<file path="src/sv/assert_macros.svh">
// Assertion helpers, clocked on clk and held off during rst
`ifndef ASSERT_MACROS_SVH
`define ASSERT_MACROS_SVH

// Plain property
`define LBS_ASSERT(lbl, prop, msg) \
  lbl: assert property (@(posedge clk) disable iff (rst) (prop)) else $error(msg);

// Overlapping implication
`define LBS_ASSERT_IMPL(lbl, ante, cons, msg) \
  lbl: assert property (@(posedge clk) disable iff (rst) (ante) |-> cons) else $error(msg);

`endif

</file>
<file path="src/sv/lbs_pkg.sv">
package lbs_pkg;

  localparam int MAT_ELEMS        = 12;
  localparam int FIELD_INFLUENCES = 4;
  localparam int W_BITS           = 16;
  localparam int J_BITS           = 8;
  localparam int QW               = 32;
  localparam int DIV_STAGES       = QW;
  localparam int LANE_LAT         = 4;
  localparam int RECIP_12         = 2731;
  localparam int RECIP_SHIFT      = 15;

  localparam logic CMD_LOAD = 1'b0;
  localparam logic CMD_SKIN = 1'b1;

  localparam logic REG_MIN_WEIGHT   = 1'b0;
  localparam logic REG_PALETTE_SIZE = 1'b1;

  localparam logic [1:0] PATH_BLEND  = 2'd0;
  localparam logic [1:0] PATH_JOINT0 = 2'd1;
  localparam logic [1:0] PATH_EMPTY  = 2'd2;

  typedef struct packed {
    logic signed [31:0] t_x;
    logic signed [31:0] t_y;
    logic signed [31:0] t_z;
    logic signed [47:0] p_x;
    logic signed [47:0] p_y;
    logic signed [47:0] p_z;
  } lane_out_t;

endpackage

</file>
<file path="src/sv/lbs_div.sv">
module lbs_div import lbs_pkg::*; #(
  parameter int TW = 18
) (
  input  logic               clk,
  input  logic [TW+QW:0]     num,
  input  logic [TW-1:0]      den,
  input  logic               neg,
  output logic signed [31:0] quot
);

  localparam int NW = TW + QW + 1;

  logic [TW-1:0] r  [DIV_STAGES+1];
  logic [QW-1:0] lo [DIV_STAGES+1];
  logic [QW-1:0] q  [DIV_STAGES+1];
  logic [TW-1:0] d  [DIV_STAGES+1];
  logic          ng [DIV_STAGES+1];

  always_ff @(posedge clk) begin
    r[0]  <= TW'(num[NW-1:QW]);
    lo[0] <= num[QW-1:0];
    q[0]  <= '0;
    d[0]  <= den;
    ng[0] <= neg;
  end

  for (genvar s = 0; s < DIV_STAGES; s++) begin : g_stage
    logic [TW:0] rs;
    logic        ge;
    assign rs = {r[s], lo[s][QW-1]};
    assign ge = rs >= {1'b0, d[s]};
    always_ff @(posedge clk) begin
      r[s+1]  <= ge ? TW'(rs - {1'b0, d[s]}) : TW'(rs);
      lo[s+1] <= {lo[s][QW-2:0], 1'b0};
      q[s+1]  <= {q[s][QW-2:0], ge};
      d[s+1]  <= d[s];
      ng[s+1] <= ng[s];
    end
  end

  always_comb begin
    if (ng[DIV_STAGES])      quot = $signed(~q[DIV_STAGES] + 32'd1);
    else if (q[DIV_STAGES][QW-1]) quot = 32'sh7fffffff;
    else                     quot = $signed(q[DIV_STAGES]);
  end

endmodule

</file>
<file path="config.mk">
export PLATFORM = sky130hd
export DESIGN_NAME = lbs_div
export DESIGN_NICKNAME = d
export VERILOG_FILES = /design/src/sv/assert_macros.svh /design/src/sv/lbs_pkg.sv /design/src/sv/lbs_div.sv
export SDC_FILE = /design/constraint.sdc
export NUM_CORES = 2
export LEC_CHECK = 0
export ABC_AREA = 1
export ABC_CLOCK_PERIOD_IN_PS = 2420
export BUFFER_PORTS_ARGS = -buffer_cell sky130_fd_sc_hd__buf_2
export CAP_MARGIN = 20
export CELL_PAD_IN_SITES_DETAIL_PLACEMENT = 1
export CELL_PAD_IN_SITES_GLOBAL_PLACEMENT = 1
export CORE_MARGIN = 1.5
export CORE_UTILIZATION = 48
export DETAILED_ROUTE_END_ITERATION = 10
export GPL_ROUTABILITY_DRIVEN = 0
export GPL_TIMING_DRIVEN = 0
export PLACE_DENSITY = 0.85
export REMOVE_ABC_BUFFERS = 1
export SLEW_MARGIN = 10
export SYNTH_ARGS = -nofsm -noshare
export SYNTH_HDL_FRONTEND = slang
export SYNTH_SLANG_ARGS = --single-unit
</file>
<file path="constraint.sdc">
create_clock -name clk -period 2.42 [get_ports clk]
set_clock_uncertainty 0.1 [all_clocks]
set_input_delay 0.242 -clock clk [delete_from_list [all_inputs] [get_ports clk]]
set_output_delay 0.242 -clock clk [all_outputs]
set_load 0.02 [all_outputs]
</file>
==> metrics.cfg, run 1 <==
[place]
dp_hpwl_mm = 201
port_buffers = 101
preCtsSetupSlack_ps = -900

[yosys]
synthArstFlopShare_pct = 0
syn_area_um2 = 92100
synth_cell_types = 45
yosys_warnings = 0
postSynthAreaPerCell_um2 = 8.02
synth-seq-cells = 2241
synth-edff-count = 0
ys_seq_area_share_pct = 48.7
synth_ff_type = dfxtp_1
synthCells = 11474

[clock_tree]
numCtsBuffers = 221
cts-root-buf = clkbuf_16
h-tree-depth = 4
clock-sinks = 2241
clock_path_buffers = 3

[die]
initial_utilization_pct = 48.4
row_count = 160
fp.dieH_um = 441
ioPinCount = 103
die_w_um = 441

[global_route]
grt_max_degree = 20
grt-ovfl-total = 28
grt_use_total_pct = 48.1
grt_antenna_before_repair = 84

[sta]
grt-worst-endpoint = quot[16]
worstEndpointType = output port

[run_status]
haltStage = global routing (5_1_grt)
outcome = did not finish
firstError = [ERROR GRT-0232] Routing congestion too high. Check the congestion heatmap in the GUI.

==> routing by layer <==
metal | GRT usage [%] | overflow
met1 | 48.9 | 0
met2 | 66.9 | 9
met3 | 31.0 | 2
met4 | 38.8 | 17
met5 | 22.2 | 0
==> stage by stage <==
step	area (µm²)	std cells	setup TNS, ps
after CTS	106000	14683	-8590
after detailed placement	94800	13978	-144350
after global placement	94800	13978	-107420
after floorplan	91100	11366	0
==> timing repair <==
action / 4_1_cts
hold endpoints to repair: 69
gates cloned: 33
hold buffers: 138
setup endpoints to repair: 593
buffers inserted: 116
gates resized for setup: 252
pin swaps: 74
==> cell usage after synthesis (51+ instances only) <==
master    number  area share [%]
or2_2         61            0.41
nand3_1      882             4.8
nand4_1       72            0.49
nand3b_1     249             2.0
dfxtp_1     2241              49
nor3_1       114            0.62
o21ai_2       99            0.94
inv_1       1658             6.8
a21oi_1      270             1.5
nand2_2      100            0.68
nand3_2       51            0.55
ha_1         577             7.8
o21ai_0      125            0.68
nor2_1       806             3.3
nand2_1     3537              14
xor2_1       238             2.3
==> kinds of logic after synthesis <==
| logic type | share of synthesized area (%) |
|---|---|
| xor gates and xnor gates | 2.37 |
| adders and majority gates | 8.52 |
| AOI/OAI and AO/OA | 3.93 |
| buffers and inverters | 7.92 |
| muxes | 0.0109 |
| DFF | 48.7 |
| and+or+nand+nor | 28.5 |
==> run 2: changes to the inputs <==
--- a/config.mk
+++ b/config.mk
@@ -9,14 +9,12 @@
 export ABC_CLOCK_PERIOD_IN_PS = 2420
 export BUFFER_PORTS_ARGS = -buffer_cell sky130_fd_sc_hd__buf_2
 export CAP_MARGIN = 20
-export CELL_PAD_IN_SITES_DETAIL_PLACEMENT = 1
-export CELL_PAD_IN_SITES_GLOBAL_PLACEMENT = 1
 export CORE_MARGIN = 1.5
-export CORE_UTILIZATION = 48
+export CORE_UTILIZATION = 35
 export DETAILED_ROUTE_END_ITERATION = 10
 export GPL_ROUTABILITY_DRIVEN = 0
 export GPL_TIMING_DRIVEN = 0
-export PLACE_DENSITY = 0.85
+export PLACE_DENSITY_LB_ADDON = 0.15
 export REMOVE_ABC_BUFFERS = 1
 export SLEW_MARGIN = 10
 export SYNTH_ARGS = -nofsm -noshare
==> run 2 against run 1 <==
The flow now finishes, with violations (setup timing). Synthesized cell count is the same. Area after synthesis is the same.
==> metrics.cfg, run 2 <==
[cells_and_area]
reg_top3 = d (576), r (576)
regArea_um2 = 44900
layout.nets = 12676
final_cell_mix = nand2_1, dfxtp_1, inv_1, nand3_1, nor2_1
fill_cells = 26427
area_growth_syn_to_layout_pct = 17.6
layout_commonest_cell = nand2_1
drive_gt1_share_pct = 10.3
multi_input_area_um2 = 41000

[die]
ioPinCount = 103  ; unchanged
dieArea_um2 = 266000
initial_utilization_pct = 35.1  ; -13 points
fp.dieH_um = 516  ; +17%
row_count = 188  ; +18%
core_area_um2 = 262000
die_w_um = 516  ; +17%

[critical_path]
crit_slowest_cell = dfxtp_4
crit_required_ps = 2080
crit_buf_inv = 2
slowest_delay_ps = 370
r2r_start = d[0][56]
path_class = reg2out
start_kind = flop
critical-path-top-delay-family = simple AND/OR/NAND/NOR gates
path_cells = nor2_4 -> nand2_4 -> nor3_4 -> nand2_2 -> o21ai_2 -> nand3_1 -> o21ai_0 -> inv_1 -> buf_2
critPathMaxFanout = 5
worst_setup_path_end_kind = output pin
reg2reg_slack_ps = -30
reg2reg_depth = 7
cp.arrival_ps = 2400
r2r_end = r[0][74]

[min_path]
min_from = lo[0][153]
min_to = lo[0][186]
holdPathStages = 0
hold_class = reg2reg

[clock_tree]
clock-sinks = 2241  ; unchanged
tritoncts = done
clk_latency_ps = 920
cts-root-buf = clkbuf_16
numCtsBuffers = 248  ; +12%
h-tree-depth = 4  ; unchanged
clkSlewWorstSetupHoldPaths_ps = 60
clock_path_buffers = 4  ; +1

[sta]
fmax_ghz = 0.365
maxSlewViolCount = 0
period_needed_ps = 2740
slew_headroom_pct = 40.0
setup_viol = 30
hold_viol_final = 0
finalCritPeriodShare_pct = 113
worst_slack_ps = -321
worst_hold_slack_ps = 136
worstMarginPinSlew_ps = 900
rsz0062_at_grt = yes

[yosys]
synth_ff_type = dfxtp_1
ys_seq_area_share_pct = 48.7  ; unchanged
synthCells = 11474  ; unchanged
synth-edff-count = 0  ; unchanged
yosysTopAreaCell = dfxtp_1
yosys_warnings = 0  ; unchanged
yosys-top-cells-area = dfxtp_1, nand2_1, ha_1
synthTopCellsByCount = nand2_1, dfxtp_1, inv_1, nand3_1, nor2_1
yosysMostFrequentCell = nand2_1
syn_area_um2 = 92100  ; unchanged
synth_cell_types = 45  ; unchanged
synth_top_area_share_pct = 48.7  ; unchanged
postSynthAreaPerCell_um2 = 8.02  ; unchanged
synthArstFlopShare_pct = 0  ; unchanged
synth-seq-cells = 2241  ; unchanged

[drt]
antenna_left = 0
vias_per_cell = 4.58
drt-total-wl_mm = 236
vias = 71999
drc = 0
drt-initial-drc-count = 5019
wire_per_inst_um = 15.0
first_pass_iters = 6

[run_status]
outcome = finished with violations
violations = setup timing

[pwr]
seqPwrFrac_pct = 33.6
power.net_switching_mw = 64.1
power.total_mw = 159
intPower_mw = 95.0
power_frac_clock_pct = 24.3
peakVddDrop_mv = 0.784
powerDensity_nw_per_um2 = 1470
p_comb_share_pct = 42.1
leakage_nw = 54.4
switching_share_pct = 40.3

[global_route]
grt_pass1_wl_mm = 369
first_global_vias = 69163
grt-ovfl-total = 0
grt_max_degree = 28
grt_use_total_pct = 17.3
grt_antenna_before_repair = 9

[job]
cap_viol_max_count = 0

[place]
port_buffers = 101  ; unchanged
dp_hpwl_mm = 177  ; -12%

run 2: cell counts after synthesis:
No cell type changed its count.
run 2: how the worst max path moves through the flow:
stage	startpoint	end	slack, ps	cells after the start
5_1_grt	q[32][1]	quot[17]	-470	9
3_3_place_gp	d[0][200]	r[0][216]	-1490	8
4_1_cts	q[32][1]	quot[21]	-390	8
2_1_floorplan	ng[0][32]	quot[5]	370	3
6_report	q[32][1]	quot[17]	-320	9
3_5_place_dp	d[0][254]	r[0][270]	-700	7
run 2: layout make-up:
| class | instances | share of cell area, % |
|---|---|---|
| diodes | 9 | 0.0208 |
| clock buffers | 346 | 6.60 |
| clock inverters | 107 | 1.34 |
| inverters | 1689 | 5.87 |
| multi-input cells | 7463 | 37.9 |
| flip-flops and latches | 2241 | 41.5 |
| well taps | 3515 | 4.06 |
| repair buffers | 354 | 2.77 |
run 2: logic make-up (layout without fill, tap and decap cells):
logic type | after synthesis | in the layout | share of synthesized area, %
adder cells (fa/ha/maj) | 608 | 608 | 8.52
other | 0 | 9 | 0
multiplexers | 1 | 1 | 0.0109
AO/OA/AOI/OAI | 580 | 580 | 3.93
flip-flops | 2241 | 2241 | 48.7
buffers and inverters | 1797 | 2496 | 7.92
AND/OR/NAND/NOR | 5998 | 6025 | 28.5
XOR/XNOR | 249 | 249 | 2.37
run 2: worst reg2reg max path, stage by stage (launching register included):
cell	delay (ps)
dfxtp_1	380
inv_1	60
ha_2	440
nand4_1	230
nor4_1	510
a21oi_2	320
nand3_1	220
nand2_1	70
run 2: what timing repair did:
item / in CTS / in global routing
gates resized for setup: 165 / 165
hold endpoints to repair: 69 / 0
setup endpoints to repair: 473 / 454
hold buffers: 138 / 0
cloned: 20 / 7
setup buffers: 79 / 31
pin swaps: 48 / 50
run 2: metal layers:
| metal | wire length (µm) | part of all wire, % | up-vias | global-route usage [%] |
|---|---|---|---|---|
| met5 | 0 | 0 | - | 0 |
| met4 | 7480 | 3.2 | 0 | 5.89 |
| met3 | 12900 | 5.5 | 436 | 2.72 |
| met2 | 106000 | 45 | 1867 | 28.2 |
| met1 | 110000 | 46 | 32681 | 23.0 |
| li1 | - | - | 37015 | - |
run 2: power by group through the flow:
stage          logic (mW)  registers (mW)  clock network, mW
2_1_floorplan        47.9            51.1                  0
3_3_place_gp         62.6            54.1                  0
3_5_place_dp         63.0            54.2                  0
4_1_cts              65.2            53.5               40.1
5_1_grt              75.6            54.4               41.6
6_report             67.0            53.4               38.7
run 2: per-stage QoR:
stage	std cells	TNS (ps)	setup WS, ps	utilization (%)	area [µm²]
after global routing	15719	-9820	-470	41.3	108000
after floorplan	11366	0	372	-	91100
after detailed placement	14988	-106990	-701	36.7	96100
after global placement	14982	-159320	-1490	36.6	96000
after CTS	15678	-8120	-394	40.9	107000
final	15724	-5800	-321	41.3	108000
Note: power is estimated with default switching activity, not from simulation.
